File: src/rtl/sgb_pkg.sv
// ----------------------------------------------------------------------------
// sgb_pkg
// shared constants, types and helpers of the separable blur unit
// ----------------------------------------------------------------------------
package sgb_pkg;

    localparam int MAX_WIDTH   = 1024;
    localparam int MAX_RADIUS  = 7;
    localparam int SAMPLE_BITS = 16;
    localparam int WIN         = 2 * MAX_RADIUS + 1;
    localparam int COL_BITS    = 10;
    localparam int ROW_BITS    = 12;
    localparam int RAD_BITS    = 3;
    localparam int K_BITS      = 5;
    localparam int WIN_BITS    = 4;
    localparam int RAM_DEPTH   = WIN * MAX_WIDTH;
    localparam int RAM_ABITS   = $clog2(RAM_DEPTH);
    localparam int ACC_BITS    = 36;
    localparam int ADDR_BITS   = 6;
    localparam int DATA_BITS   = 64;

    localparam logic [2:0] REG_WIDTH   = 3'd0;
    localparam logic [2:0] REG_HEIGHT  = 3'd1;
    localparam logic [2:0] REG_RADIUS  = 3'd2;
    localparam logic [2:0] REG_COEF_LO = 3'd3;
    localparam logic [2:0] REG_COEF_HI = 3'd4;

    localparam logic OP_PIXEL = 1'b0;
    localparam logic OP_DRAIN = 1'b1;

    localparam logic PH_ACCEPT = 1'b0;
    localparam logic PH_DRAIN  = 1'b1;

    typedef struct packed {
        logic [COL_BITS-1:0] wl;
        logic [ROW_BITS-1:0] hl;
        logic [RAD_BITS-1:0] rad;
        logic [63:0]         coef_lo;
        logic [63:0]         coef_hi;
    } t_cfg;

    typedef struct packed {
        logic clr;
        logic en;
    } t_mac_ctl;

    // residue mod 15 by folding hex digits
    function automatic logic [WIN_BITS-1:0] mod15(input logic [ROW_BITS-1:0] v);
        logic [5:0] s1;
        logic [4:0] s2;
        s1 = {2'b00, v[3:0]} + {2'b00, v[7:4]} + {2'b00, v[11:8]};
        s2 = {1'b0, s1[3:0]} + {3'b000, s1[5:4]};
        if (s2 >= 5'd15) begin
            s2 = s2 - 5'd15;
        end
        return s2[WIN_BITS-1:0];
    endfunction

    function automatic logic [SAMPLE_BITS-1:0] coef_sel(input t_cfg cfg,
                                                        input logic [RAD_BITS-1:0] k);
        logic [63:0] w;
        w = k[2] ? cfg.coef_hi : cfg.coef_lo;
        return w[{k[1:0], 4'b0000} +: SAMPLE_BITS];
    endfunction

endpackage

File: src/rtl/sgb_cfg.sv
// ----------------------------------------------------------------------------
// sgb_cfg
// apb register file, gives clamped image size, radius and coefficients
// ----------------------------------------------------------------------------
module sgb_cfg import sgb_pkg::*; (
    input  logic                 i_clk,
    input  logic                 i_rst_n,
    input  logic                 psel,
    input  logic                 penable,
    input  logic                 pwrite,
    input  logic [ADDR_BITS-1:0] paddr,
    input  logic [DATA_BITS-1:0] pwdata,
    output logic [DATA_BITS-1:0] prdata,
    output logic                 pready,
    output t_cfg                 o_cfg
);

    logic [10:0] r_width;
    logic [12:0] r_height;
    logic [2:0]  r_rad;
    logic [63:0] r_lo;
    logic [63:0] r_hi;
    logic        wr;
    logic [2:0]  idx;
    logic [10:0] wl;
    logic [12:0] hl;

    assign wr  = psel && penable && pwrite;
    assign idx = paddr[5:3];

    always_ff @(posedge i_clk) begin
        if (!i_rst_n) begin
            r_width  <= 11'd1;
            r_height <= 13'd1;
            r_rad    <= 3'd0;
            r_lo     <= 64'h8000;
            r_hi     <= 64'h0;
        end else if (wr) begin
            case (idx)
                REG_WIDTH:   r_width  <= pwdata[10:0];
                REG_HEIGHT:  r_height <= pwdata[12:0];
                REG_RADIUS:  r_rad    <= pwdata[2:0];
                REG_COEF_LO: r_lo     <= pwdata;
                REG_COEF_HI: r_hi     <= pwdata;
                default: ;
            endcase
        end
    end

    always_comb begin
        case (idx)
            REG_WIDTH:   prdata = {53'b0, r_width};
            REG_HEIGHT:  prdata = {51'b0, r_height};
            REG_RADIUS:  prdata = {61'b0, r_rad};
            REG_COEF_LO: prdata = r_lo;
            REG_COEF_HI: prdata = r_hi;
            default:     prdata = '0;
        endcase
    end

    always_comb begin
        if (r_width == 11'd0) begin
            wl = 11'd0;
        end else if (r_width > 11'd1024) begin
            wl = 11'd1023;
        end else begin
            wl = r_width - 11'd1;
        end
        if (r_height == 13'd0) begin
            hl = 13'd0;
        end else if (r_height > 13'd4096) begin
            hl = 13'd4095;
        end else begin
            hl = r_height - 13'd1;
        end
    end

    assign pready        = 1'b1;
    assign o_cfg.wl      = wl[COL_BITS-1:0];
    assign o_cfg.hl      = hl[ROW_BITS-1:0];
    assign o_cfg.rad     = r_rad;
    assign o_cfg.coef_lo = r_lo;
    assign o_cfg.coef_hi = r_hi;

endmodule

File: config.mk
export PLATFORM = sky130hd
export DESIGN_NAME = sgb_cfg
export DESIGN_NICKNAME = d
export VERILOG_FILES = /design/src/rtl/sgb_pkg.sv /design/src/rtl/sgb_cfg.sv
export SDC_FILE = /design/constraint.sdc
export NUM_CORES = 1
export LEC_CHECK = 0
export ABC_AREA = 1
export BUFFER_PORTS_ARGS = -buffer_cell sky130_fd_sc_hd__buf_2
export CORE_ASPECT_RATIO = 0.75
export CORE_UTILIZATION = 42
export DETAILED_ROUTE_END_ITERATION = 10
export PLACE_DENSITY = 0.7
export SLEW_MARGIN = 20
export SYNTH_ARGS = -nofsm -noshare
export SYNTH_HDL_FRONTEND = slang
export SYNTH_SLANG_ARGS = --single-unit
File: constraint.sdc
create_clock -name i_clk -period 2.1 [get_ports i_clk]
set_clock_uncertainty 0.1 [all_clocks]
set_input_delay 0.315 -clock i_clk [delete_from_list [all_inputs] [get_ports i_clk]]
set_output_delay 0.315 -clock i_clk [all_outputs]
set_load 0.02 [all_outputs]
======== Word level (Yosys, flattened, before mapping) ========
Cells that the tools add are included.
storage, ports and cells
  logic and storage cells ................. 28
  output and inout bits ................... 218
  flip-flop bits (word level) ............. 155
cells by class
  muxes and demuxes ....................... 5
  $add $sub $neg .......................... 2
  order comparisons ....................... 2
  equal/unequal tests ..................... 4
  reductions and logical operators ........ 10
operator list
  kind                                                                   count
  64-bit one-hot mux with 5 select lines                                 1
  12-bit 2-to-1 mux                                                      2
  10-bit 2-to-1 mux                                                      2
  13-bit greater-than comparator, second input constant                  1
  13-bit logical NOT                                                     1
  12-bit by 1-bit subtractor with 12-bit output, second input constant   1
  11-bit greater-than comparator, second input constant                  1
  11-bit logical NOT                                                     1
  2-bit AND reduction                                                    5
  10-bit by 1-bit subtractor with 10-bit output, second input constant   1
  3-bit by 2-bit equality test with 1-bit output, second input constant  2
  3-bit by 1-bit equality test with 1-bit output, second input constant  1
  3-bit equality test, second input constant                             1
  3-bit logical NOT                                                      1
  1-bit logical AND                                                      2

======== Longest topological paths before layout ========
  depth in word-level cells ............... 3
  gate-level depth with buffers ........... 9
  gate-level depth less buffers ........... 9

======== Least setup slack after synthesis ========
Ideal clock, no wire load.
  kind .................................... reg2out
  from .................................... register r_width[0]
  to ...................................... output port o_cfg[143] in the netlist's numbering
  arrival time ............................ 1,622 ps
  stages on the path, launching flop included .. 8
  path buffers ............................ 0
  slack ................................... 63 ps
  cell sequence ........................... dfxtp_1 -> inv_1 -> ha_1 -> nand2_1 -> nor2_1 -> nand2_1 -> nor3_1 -> a21oi_1
RTL lines
  element                 RTL line       source
  from (decl)             sgb_cfg.sv:18  logic [10:0] r_width;
  from (signal assigned)  sgb_cfg.sv:40  REG_WIDTH: r_width <= pwdata[10:0];
  to (decl)               sgb_cfg.sv:15  output t_cfg o_cfg

==> results.tsv <==
stage	metric	value	unit
outcome	outcome	finished, violations left	
outcome	failing checks	setup timing	
worst_setup_path	crit-path max cell delay	330	ps
worst_hold_path	Hold WC Path Type	input port to flip-flop	
logic_synthesis	ys async rst share	0	
logic_synthesis	synthesized net count	1032	
detailed_routing	drt pass-1 iters	5	
place	Post-DP HPWL	16.3	mm
detailed_routing	DRT iter0 DRCs	537	
floorplanning	boundary pin count	293	
global_routing	GR Overflow Total	0	
worst_setup_path	startpoint types	flip-flop	
detailed_routing	DRC viols	0	
worst_setup_path	crit-path cells	inv_2, ha_4, nand2_4, nor2_4, nand2_4, nor3_2, buf_4, a21oi_1, buf_2	
place	Final GP Congestion	0.964	
logic_synthesis	EDFF count, synth	0	
power	Final Total Pwr	0.00692	W
power	P per Cell Area	705	mW/mm^2
final_layout	fillers	1475	
final_layout	Reg area	0.00312	mm^2
worst_setup_path	worst path required time	1680	ps
worst_setup_path	crit path DAT	1810	ps
sta	f_max	450	MHz
sta	post-layout minimum cycle time	2220	ps
logic_synthesis	number of library cell types mapped by synthesis	27	
worst_setup_path	R2R depth	2	
clocking	root buf cell	clkbuf_16	
logic_synthesis	Mean Syn Cell Area	7.21	um^2
power	P_sw	0.00168	W
global_routing	number of antenna violations at the first check in global routing	1	
power	Peak VDD IR	473	uV
logic_synthesis	#FFs+latches synth	155	
logic_synthesis	most common cell in the netlist	nor2_1	
logic_synthesis	cell area after synthesis	0.00688	mm^2
logic_synthesis	sequential fraction of the synthesis area	0.451	
detailed_routing	antenna-violating nets left	0	
power	combinational share of power	0.085	
sta	Slew Viols, Final	0	
run	MaxCap Viol Count	0	
worst_setup_path	endpoint class of the critical path	output pin	
global_routing	largest net degree at the start of global routing	63	
floorplanning	Die X	150	um
worst_hold_path	hold wc startpoint	pwdata[42]	
sta	final setup margin	-122	ps
logic_synthesis	Yosys top cell by area	dfxtp_1	
logic_synthesis	XOR/XNOR Fraction of Synth Area	0.0115	
global_routing	Global Route Usage Sum	0.272	
logic_synthesis	ys flop type	dfxtp_1	
floorplanning	std cell rows	40	
worst_setup_path	r2r startpoint	r_height[12]	
logic_synthesis	Gate Count Post-Synth	954	
global_routing	global-route wire length before repair	35.6	mm
power	Sw Share	0.243	
logic_synthesis	top-area cell type share of the netlist area	0.451	
final_layout	nets@finish	1324	
worst_setup_path	Most common cell on crit path	nand2_4	
logic_synthesis	mux contribution to synthesized area	0	
logic_synthesis	Post-synth top cells	293 x nor2_1, 163 x o21ai_0, 155 x dfxtp_1	
logic_synthesis	post-synthesis compound-gate area fraction	0.226	
worst_hold_path	sink of the worst hold path	r_hi[42]	
power	Clock power frac	0.479	
clocking	Max Buffers Root-to-Sink	2	
detailed_routing	total number of vias	7582	
final_layout	area of the multi-input gates	0.00359	mm^2
logic_synthesis	combinational family with the most area after synthesis	simple AND/OR/NAND/NOR gates	
floorplanning	die height	113	um
floorplanning	initial core utilization	0.429	
clocking	CTS tree	done	
power	Seq pwr share	0.436	
floorplanning	die area	0.0169	mm^2
worst_setup_path	cell family with most CP delay	buffers and inverters	
power	Power Internal	0.00523	W
sta	Final Hold Violating Endpoints	0	
detailed_routing	Routed WL per cell	16.2	um
sta	RSZ-0062 raised after global routing	true	
logic_synthesis	largest cells by area after synthesis	dfxtp_1 45%, nor2_1 16%, o21ai_0 12%	
sta	Setup TNS Final	-1820	ps
worst_setup_path	reg2reg end	r_height[12]	
worst_setup_path	r2r setup slk	1130	ps
worst_setup_path	CP bufs+invs	3	
clocking	Clock Latency Late Sink	420	ps
clocking	Reg clk slew, reported paths	70	ps
clocking	TritonCTS Sinks	155	
floorplanning	core area	0.0160	mm^2
worst_setup_path	CP max-delay cell	dfxtp_2	
logic_synthesis	Simple-Gate Fraction of Synth Area	0.233	
logic_synthesis	Synth warnings	0	
worst_setup_path	crit-path max FO	7	
sta	Tcrit/Tclk final	1.06	
sta	Setup violations, final	22	
detailed_routing	via/cell ratio	5.16	
final_layout	share of layout cells above drive strength 1	0.356	
logic_synthesis	Adder-Cell Fraction of Synth Area	0.00546	
place	Port Buf Inserts	288	
final_layout	Syn-to-layout area delta	42.7	%
detailed_routing	final wirelength	23.7	mm
global_routing	vias in the first global route	6710	
power	leak pwr	4.61	nW
clocking	htree depth	4	
worst_hold_path	WHS Path Cells	3	
clocking	TritonCTS buffer count	17	
worst_setup_path	critical path type	flip-flop to output pin	
-- cell usage in the layout, fill, tap and decap left out, drive strengths merged, types with 6 or more instances in the layout --
cell	instances
o21ai	163
nor2	295
a21oi	38
nand2	94
inv	49
a22o	51
buf	332
o2111ai	8
dfxtp	155
clkbuf	20
nor3	6
nand3	16
xor2	7
-- worst max-delay path by stage --
stage | from | endpoint | slack, ps | cells past startpoint
after floorplan | r_width[0] | o_cfg[143] | 60 | 7
final | r_width[0] | o_cfg[146] | -120 | 9
after global routing | r_width[0] | o_cfg[146] | -190 | 9
after global placement | r_height[0] | o_cfg[131] | 120 | 8
after detailed placement | r_height[0] | o_cfg[131] | 80 | 8
after CTS | r_height[1] | o_cfg[135] | -110 | 8
-- worst min-delay path, cell delays in order --
cell	delay, ps
buf_2	80
o21ai_0	70
nor2_1	70
-- power groups by stage --
stage,combinational (W),clock (W),sequential [W]
after CTS,0.000558,0.00337,0.00301
after detailed placement,0.000526,0,0.00308
final,0.000586,0.00332,0.00301
after floorplan,0.000267,0,0.00311
after global routing,0.000642,0.00350,0.00302
after global placement,0.000522,0,0.00308
-- stage by stage --
| step | util | hold WS (ps) | worst slack, ps | instance area, um^2 | std cells |
|---|---|---|---|---|---|
| floorplan | - | 328 | 62.8 | 6880 | 954 |
| global placement | 0.538 | 385 | 118 | 8620 | 1418 |
| detailed placement | 0.538 | 390 | 77.6 | 8620 | 1418 |
| CTS | 0.602 | 30.4 | -111 | 9640 | 1466 |
| global route | 0.613 | 53.2 | -191 | 9810 | 1470 |
| finish | 0.613 | 51.4 | -122 | 9810 | 1470 |
-- metal layers --
layer,part of all wire,vias to the layer above,wire (um),global-route usage
li1,-,3748,-,-
met1,0.45,3513,10800,0.362
met2,0.46,289,10900,0.427
met3,0.074,32,1750,0.0677
met4,0.016,0,379,0.0990
met5,0,-,0,0
-- area by class of cell --
class,instances,share of cell area
multi-input cells,692,0.366
diodes,1,0.000255
clock buffers,19,0.0452
clock inverters,13,0.0193
repair buffers,334,0.206
well taps,210,0.0268
inverters,46,0.0186
flip-flops and latches,155,0.318
-- timing repair --
| action | CTS | global route |
|---|---|---|
| pin swaps | 23 | 17 |
| endpoints found under the hold margin | 1 | 0 |
| endpoints found under the setup margin | 22 | 25 |
| hold buffers | 1 | 0 |
| cloned | 3 | 1 |
| setup buffers | 13 | 2 |
| resized for setup | 94 | 38 |
-- cell families after synthesis --
| kind of cell | count (synthesis) |
|---|---|
| other | 1 |
| XOR/XNOR | 9 |
| buffers and inverters | 110 |
| flip-flops | 155 |
| adder cells (fa/ha/maj) | 3 |
| AO/OA/AOI/OAI | 264 |
| AND/OR/NAND/NOR | 412 |
-- state kept, by name (all words and copies together), names as in the netlist --
| register | flops |
|---|---|
| r_width | 11 |
| r_rad | 3 |
| r_hi | 64 |
| r_lo | 64 |
| r_height | 13 |
No activity file was read; power rests on OpenSTA's default activity.
