==> config.mk <==
export PLATFORM = sky130hd
export DESIGN_NAME = sgb_mac
export DESIGN_NICKNAME = d
export VERILOG_FILES = /design/src/rtl/sgb_pkg.sv /design/src/rtl/sgb_mac.sv
export SDC_FILE = /design/constraint.sdc
export NUM_CORES = 1
export LEC_CHECK = 0
export ABC_AREA = 1
export BUFFER_PORTS_ARGS = -buffer_cell sky130_fd_sc_hd__buf_2
export CAP_MARGIN = 5
export CORE_ASPECT_RATIO = 0.7
export CORE_MARGIN = 5
export CORE_UTILIZATION = 48
export CTS_CLUSTER_DIAMETER = 60
export DETAILED_ROUTE_END_ITERATION = 6
export GPL_TIMING_DRIVEN = 0
export PLACE_DENSITY = 0.68
export SYNTH_ARGS = -nofsm -noshare
export SYNTH_HDL_FRONTEND = slang
export SYNTH_SLANG_ARGS = --single-unit
==> constraint.sdc <==
create_clock -name i_clk -period 6 [get_ports i_clk]
set_input_delay 0.9 -clock i_clk [delete_from_list [all_inputs] [get_ports i_clk]]
set_output_delay 0.9 -clock i_clk [all_outputs]
set_load 0.02 [all_outputs]
==> src/rtl/sgb_pkg.sv <==
// ----------------------------------------------------------------------------
// sgb_pkg
// shared constants, types and helpers of the separable blur unit
// ----------------------------------------------------------------------------
package sgb_pkg;

    localparam int MAX_WIDTH   = 1024;
    localparam int MAX_RADIUS  = 7;
    localparam int SAMPLE_BITS = 16;
    localparam int WIN         = 2 * MAX_RADIUS + 1;
    localparam int COL_BITS    = 10;
    localparam int ROW_BITS    = 12;
    localparam int RAD_BITS    = 3;
    localparam int K_BITS      = 5;
    localparam int WIN_BITS    = 4;
    localparam int RAM_DEPTH   = WIN * MAX_WIDTH;
    localparam int RAM_ABITS   = $clog2(RAM_DEPTH);
    localparam int ACC_BITS    = 36;
    localparam int ADDR_BITS   = 6;
    localparam int DATA_BITS   = 64;

    localparam logic [2:0] REG_WIDTH   = 3'd0;
    localparam logic [2:0] REG_HEIGHT  = 3'd1;
    localparam logic [2:0] REG_RADIUS  = 3'd2;
    localparam logic [2:0] REG_COEF_LO = 3'd3;
    localparam logic [2:0] REG_COEF_HI = 3'd4;

    localparam logic OP_PIXEL = 1'b0;
    localparam logic OP_DRAIN = 1'b1;

    localparam logic PH_ACCEPT = 1'b0;
    localparam logic PH_DRAIN  = 1'b1;

    typedef struct packed {
        logic [COL_BITS-1:0] wl;
        logic [ROW_BITS-1:0] hl;
        logic [RAD_BITS-1:0] rad;
        logic [63:0]         coef_lo;
        logic [63:0]         coef_hi;
    } t_cfg;

    typedef struct packed {
        logic clr;
        logic en;
    } t_mac_ctl;

    // residue mod 15 by folding hex digits
    function automatic logic [WIN_BITS-1:0] mod15(input logic [ROW_BITS-1:0] v);
        logic [5:0] s1;
        logic [4:0] s2;
        s1 = {2'b00, v[3:0]} + {2'b00, v[7:4]} + {2'b00, v[11:8]};
        s2 = {1'b0, s1[3:0]} + {3'b000, s1[5:4]};
        if (s2 >= 5'd15) begin
            s2 = s2 - 5'd15;
        end
        return s2[WIN_BITS-1:0];
    endfunction

    function automatic logic [SAMPLE_BITS-1:0] coef_sel(input t_cfg cfg,
                                                        input logic [RAD_BITS-1:0] k);
        logic [63:0] w;
        w = k[2] ? cfg.coef_hi : cfg.coef_lo;
        return w[{k[1:0], 4'b0000} +: SAMPLE_BITS];
    endfunction

endpackage

==> src/rtl/sgb_mac.sv <==
// ----------------------------------------------------------------------------
// sgb_mac
// shared multiply-accumulate with round to nearest and saturation
// ----------------------------------------------------------------------------
module sgb_mac import sgb_pkg::*; (
    input  logic                   i_clk,
    input  t_mac_ctl               i_ctl,
    input  logic [SAMPLE_BITS-1:0] i_a,
    input  logic [SAMPLE_BITS-1:0] i_b,
    output logic [SAMPLE_BITS-1:0] o_res
);

    logic [ACC_BITS-1:0]      r_acc;
    logic [2*SAMPLE_BITS-1:0] prod;
    logic [ACC_BITS:0]        rsum;
    logic [ACC_BITS-15:0]     shifted;

    assign prod = i_a * i_b;

    always_ff @(posedge i_clk) begin
        if (i_ctl.clr) begin
            r_acc <= '0;
        end else if (i_ctl.en) begin
            r_acc <= r_acc + {{(ACC_BITS-2*SAMPLE_BITS){1'b0}}, prod};
        end
    end

    assign rsum    = {1'b0, r_acc} + (ACC_BITS+1)'(16384);
    assign shifted = rsum[ACC_BITS:15];
    assign o_res   = (|shifted[ACC_BITS-15:SAMPLE_BITS]) ? {SAMPLE_BITS{1'b1}}
                                                         : shifted[SAMPLE_BITS-1:0];

endmodule

-- Word-level counts from Yosys, hierarchy flattened
Index checks and enable logic that the tools add are counted.
- register bits: 36
- output and inout port bits: 16
- logic and storage cells: 6
- add/sub/neg operators: 2
- multipliers: 1
- muxes and demuxes: 1
- reduce and logical (&&, ||, !) cells: 1
- operator list (kind ; number):
    adder 36 x 15 -> 37 bit, second input constant ; 1
    adder 36 x 32 -> 36 bit ; 1
    multiplier 16 x 16 -> 32 bit ; 1
    two-way mux 16 bit ; 1
    OR reduction 6 bit ; 1

-- Depth between registers and ports, before layout
- depth in word-level cells: 3
- mapped depth: 30
- depth with buffers taken out: 29

-- Worst setup path after synthesis
No wires, ideal clock.
- path type: input port to flip-flop
- start point: input i_b[7]
- end point: register r_acc[27]
- library setup time: 0.109 ns
- arrival time: 5.764 ns
- required time: 5.891 ns
- path slack: 0.127 ns
- cell stages on the path: 25
- path buffers: 2
- cells stage by stage: clkbuf_1 clkbuf_1 nand2_1 fa_1 inv_1 fa_1 inv_1 fa_1 inv_1 fa_1 fa_1 inv_1 fa_1 inv_1 ha_1 nand2_1 nor2_1 and2_1 nand2_1 nand2_1 nand2_1 nand3_1 nand3_1 nand2_1 inv_1
- cells in the longest elaborated chain, start to end: 2
- ends and longest elaborated chain (element ; line ; RTL):
    from (decl) ; sgb_mac.sv:9 ; input logic [SAMPLE_BITS-1:0] i_b,
    multiplier 16 x 16 -> 32 bit ; sgb_mac.sv:18 ; assign prod = i_a * i_b;
    adder 36 x 32 -> 36 bit ; sgb_mac.sv:24 ; r_acc <= r_acc + {{(ACC_BITS-2*SAMPLE_BITS){1'b0}}, prod};
    to (signal assigned) ; sgb_mac.sv:24 ;
    to (decl) ; sgb_mac.sv:13 ; logic [ACC_BITS-1:0] r_acc;
Every way passes these cells.
A chain may end at the register's enable or synchronous reset.

-- Worst setup path after layout
- start point: input i_b[4]
- end point: register r_acc[30]
The elaborated chain is that of the path after synthesis.

==> qor.txt <==
===============================================================================================
Count of antenna-violating nets left after detailed routing ......................            0
Met3 wire length .................................................................      3.53 mm
Synth async-reset ratio ..........................................................           0%
Synth Warn # .....................................................................            0
Final worst slack ................................................................     0.140 ns
Placed cell area .................................................................    13100 um2
WL/cell ..........................................................................      16.2 um
Final #Nets ......................................................................         2240
Met2 WL ..........................................................................      15.7 mm
Critical-path cell with the highest stage delay .................................. sky130_fd_sc_hd__fa_1
Leading cell types by total area after synthesis ................................. sky130_fd_sc_hd__fa_1, sky130_fd_sc_hd__inv_1, sky130_fd_sc_hd__nand2_1, sky130_fd_sc_hd__ha_1, sky130_fd_sc_hd__dfxtp_1
Vias in the first global route ...................................................        10655
Share of post-route cells with drive strength above 1 ............................        7.76%
Final setup TNS ..................................................................         0 ns
Core box area ....................................................................    25700 um2
Pin count of the biggest net entering global routing .............................           13
Start point of the critical path .................................................       i_b[4]
Startpoint type of the worst setup path ..........................................    input pin
Post-DP HPWL .....................................................................      31.1 mm
Vertical die dimension ...........................................................       146 um
Number of levels the H-tree was split into .......................................            2
Tightest Hold Check Type ......................................................... flop to flop
Registers with the most flip-flops ...............................................   r_acc (36)
Startpoint-to-endpoint class of the critical path ................................ input pin to flop
Via count ........................................................................        10834
Starting DRC count in detailed routing ...........................................          915
Register-to-Register Setup Slack .................................................      1.68 ns
Die width ........................................................................       204 um
Post-synthesis cell type count ...................................................           29
CTS root buf ..................................................................... sky130_fd_sc_hd__clkbuf_16
Synthesized Nets .................................................................         2218
Number of optimization iterations in the first detailed-route pass ...............            7
Gate count of the mapped netlist .................................................         1846
Number of synthesized flops with an enable pin ...................................            0
Violated checks .................................................................. design-rule violations
CTS hold repair buffers ..........................................................            0
Setup skew after layout ..........................................................    0.0140 ns
Worst R2R Start ..................................................................     r_acc[9]
Max transition margin ............................................................        51.1%
Met1 wire length .................................................................      16.1 mm
Mean cell area of the mapped netlist .............................................     6.82 um2
Max-cap violation count ..........................................................            0
Compound-gate portion of the synthesized area ....................................        2.74%
Largest area contributor in the synthesized netlist .............................. sky130_fd_sc_hd__fa_1
Critical Path Fanout Max .........................................................           10
Portion of netlist area occupied by mux cells ....................................           0%
Fill cell instance count of the final layout .....................................         2632
Largest register by flop count ...................................................        r_acc
Critical path required time ......................................................      6.20 ns
Final number of max-transition violations ........................................            0
Final weighted congestion in routability-driven placement ........................        0.999
Main combinational cell family by area after synthesis ...........................  adder cells
Initial standard-cell utilization of the core ....................................        48.9%
Most common cell in the synthesized netlist ...................................... sky130_fd_sc_hd__inv_1
Worst skew pair latency ..........................................................      0.31 ns
Site row count ...................................................................           49
Avg Vias per Cell ................................................................         4.92
Initial antenna violation count ..................................................            1
Worst path cell trace ............................................................ clkbuf_4 > buf_8 > nand2_1 > inv_1 > fa_1 > inv_1 > fa_1 > fa_1 > inv_1 > fa_1 > fa_1 > inv_1 > fa_1 > inv_1 > ha_2 > nand2_2 > nor2_1 > nand3_1 > nand3_2 > nand2_1 > nand3_1 > nand3_1 > nand2_1 > inv_1
Final Critical Period ............................................................      5.86 ns
Arrival time worst endpoint ......................................................      6.06 ns
Endpoints failing setup ..........................................................            0
Maximum cell stage delay along the critical path .................................      0.53 ns
Share of synthesized area occupied by flip-flops and latches .....................        5.72%
Reg-to-reg critical path endpoint ................................................    r_acc[34]
Area of the die ..................................................................    29600 um2
Clock input transition at the sequential cells of the worst setup and hold paths .      0.07 ns
Measured slew at the worst slew-check pin ........................................     0.733 ns
Top-area cell type share of the netlist area .....................................        35.9%
Uppermost signal routing layer after detailed routing ............................         met4
Clock Tree Buf Depth .............................................................            2
Area added between synthesis and finish ..........................................        9.24%
Simple-gate share of the synthesized area ........................................        21.6%
Portion of the clock cycle consumed by the worst path in the final layout ........        97.7%
Wire length of the first global-routing pass .....................................      57.3 mm
Clock tree from TritonCTS ........................................................        built
Adder and majority cell fraction of the synthesized area .........................        46.9%
Worst setup timing slack at the placement stage ..................................    -0.975 ns
Commonest cells in the synthesized netlist ....................................... sky130_fd_sc_hd__inv_1, sky130_fd_sc_hd__nand2_1, sky130_fd_sc_hd__fa_1
Unrepaired setup endpoints after global routing ..................................         true
DRC violation count after routing ................................................            1
Synth Flop Type .................................................................. sky130_fd_sc_hd__dfxtp_1
Combined area of all synthesized cells ...........................................    12600 um2
Number of flip-flops under the largest register name .............................           36
Count of final hold-check violations .............................................            0
Post-Layout Inst Area ............................................................    13800 um2
Outcome .......................................................................... finished, violations left
Global Route Usage Sum ...........................................................        24.6%
Synthesized flop and latch total .................................................           36
CTS sink cnt .....................................................................           36
Achievable frequency .............................................................      171 MHz
Worst Reg-to-Reg Cells ...........................................................           20
Fraction of synthesized cell area in xor and xnor cells ..........................        2.09%
Destination of the critical timing path ..........................................    r_acc[30]
I/O Pins .........................................................................           51
Number of buffer cells added on primary ports ....................................           16
Num CTS Buffers ..................................................................            5
Aggregate global routing overflow ................................................            0
Final wirelength .................................................................      35.7 mm
Crit end category ................................................................         flop
===============================================================================================
## final cells by class
type	instances	area, um2	share of cell area [%]
clock inverter	3	18.8	0.136
inverter	621	2330	16.9
timing repair buffer	18	95.1	0.691
buffer	74	623	4.53
tap	331	414	3.01
sequential	36	721	5.24
clock buffer	5	125	0.909
antenna	1	2.50	0.0182
multi-input combinational	1112	9430	68.5
## logic make-up after synthesis
group,after synthesis
compound gates,68
xor+xnor,30
fa+ha+maj,337
buf+inv,698
flops,36
simple gates,677
## worst min path at each step
stage	from	endpoint	slack, ns	cells after the start
CTS	r_acc[0]	r_acc[0]	0.52	2
global route	r_acc[3]	r_acc[3]	0.56	2
detailed placement	r_acc[0]	r_acc[0]	0.50	2
global placement	r_acc[0]	r_acc[0]	0.49	2
finish	r_acc[0]	r_acc[0]	0.52	2
floorplan	r_acc[0]	r_acc[0]	0.47	2
## stage by stage
step / utilization (%) / hold slack [ns] / instances
2_1_floorplan: - / 0.469 / 1846
3_3_place_gp: 50.8 / 0.490 / 2193
3_5_place_dp: 50.8 / 0.504 / 2193
4_1_cts: 52.5 / 0.520 / 2201
5_1_grt: 53.4 / 0.561 / 2201
6_report: 53.4 / 0.523 / 2201
## critical path, delay by kind of cell
family / cells / cell delay (ns)
fa+ha+maj: 7 / 3.36
buf+inv: 8 / 0.68
simple gates: 9 / 1.11
## per-layer routing
layer  up-vias  GRT usage [%]
li1       5176              -
met1      5203           36.5
met2       422           37.3
met3        33           6.06
met4         0           3.24
met5         -              0
## placed cells by master, fill, tap and decap left out, types with 2 or more instances in the layout
master / Yosys / routed
sky130_fd_sc_hd__clkbuf_1: 74 / 12
sky130_fd_sc_hd__inv_1: 620 / 620
sky130_fd_sc_hd__ha_4: 0 / 4
sky130_fd_sc_hd__nand2_2: 0 / 16
sky130_fd_sc_hd__clkbuf_16: 0 / 5
sky130_fd_sc_hd__o21ai_0: 22 / 22
sky130_fd_sc_hd__nor3_1: 4 / 3
sky130_fd_sc_hd__a21oi_2: 0 / 7
sky130_fd_sc_hd__fa_1: 226 / 225
sky130_fd_sc_hd__a21oi_1: 44 / 37
sky130_fd_sc_hd__nand3_2: 4 / 8
sky130_fd_sc_hd__buf_2: 0 / 20
sky130_fd_sc_hd__buf_8: 0 / 16
sky130_fd_sc_hd__clkbuf_4: 0 / 13
sky130_fd_sc_hd__clkbuf_2: 0 / 11
sky130_fd_sc_hd__nor4_1: 2 / 2
sky130_fd_sc_hd__nand2_1: 524 / 508
sky130_fd_sc_hd__nor2_4: 2 / 4
sky130_fd_sc_hd__ha_1: 111 / 103
sky130_fd_sc_hd__buf_4: 0 / 10
sky130_fd_sc_hd__dfxtp_1: 36 / 36
sky130_fd_sc_hd__xnor2_1: 5 / 5
sky130_fd_sc_hd__ha_2: 0 / 4
sky130_fd_sc_hd__and2_1: 3 / 3
sky130_fd_sc_hd__xor2_1: 25 / 25
sky130_fd_sc_hd__nor2_2: 1 / 9
sky130_fd_sc_hd__buf_6: 2 / 9
sky130_fd_sc_hd__nand3_1: 53 / 49
sky130_fd_sc_hd__clkinv_2: 0 / 2
sky130_fd_sc_hd__nand4_1: 5 / 5
sky130_fd_sc_hd__nand3b_1: 4 / 4
sky130_fd_sc_hd__nor2_1: 71 / 61
## what timing repair did
action,4_1_cts,5_1_grt
endpoints found under the setup margin,24,24
buffers inserted,0,2
gates resized for setup,117,122
pin swaps,0,2
Power is left out: the tool's default activity adds up to more than one toggle a clock period on the data nets, which glitch-free logic cannot reach.
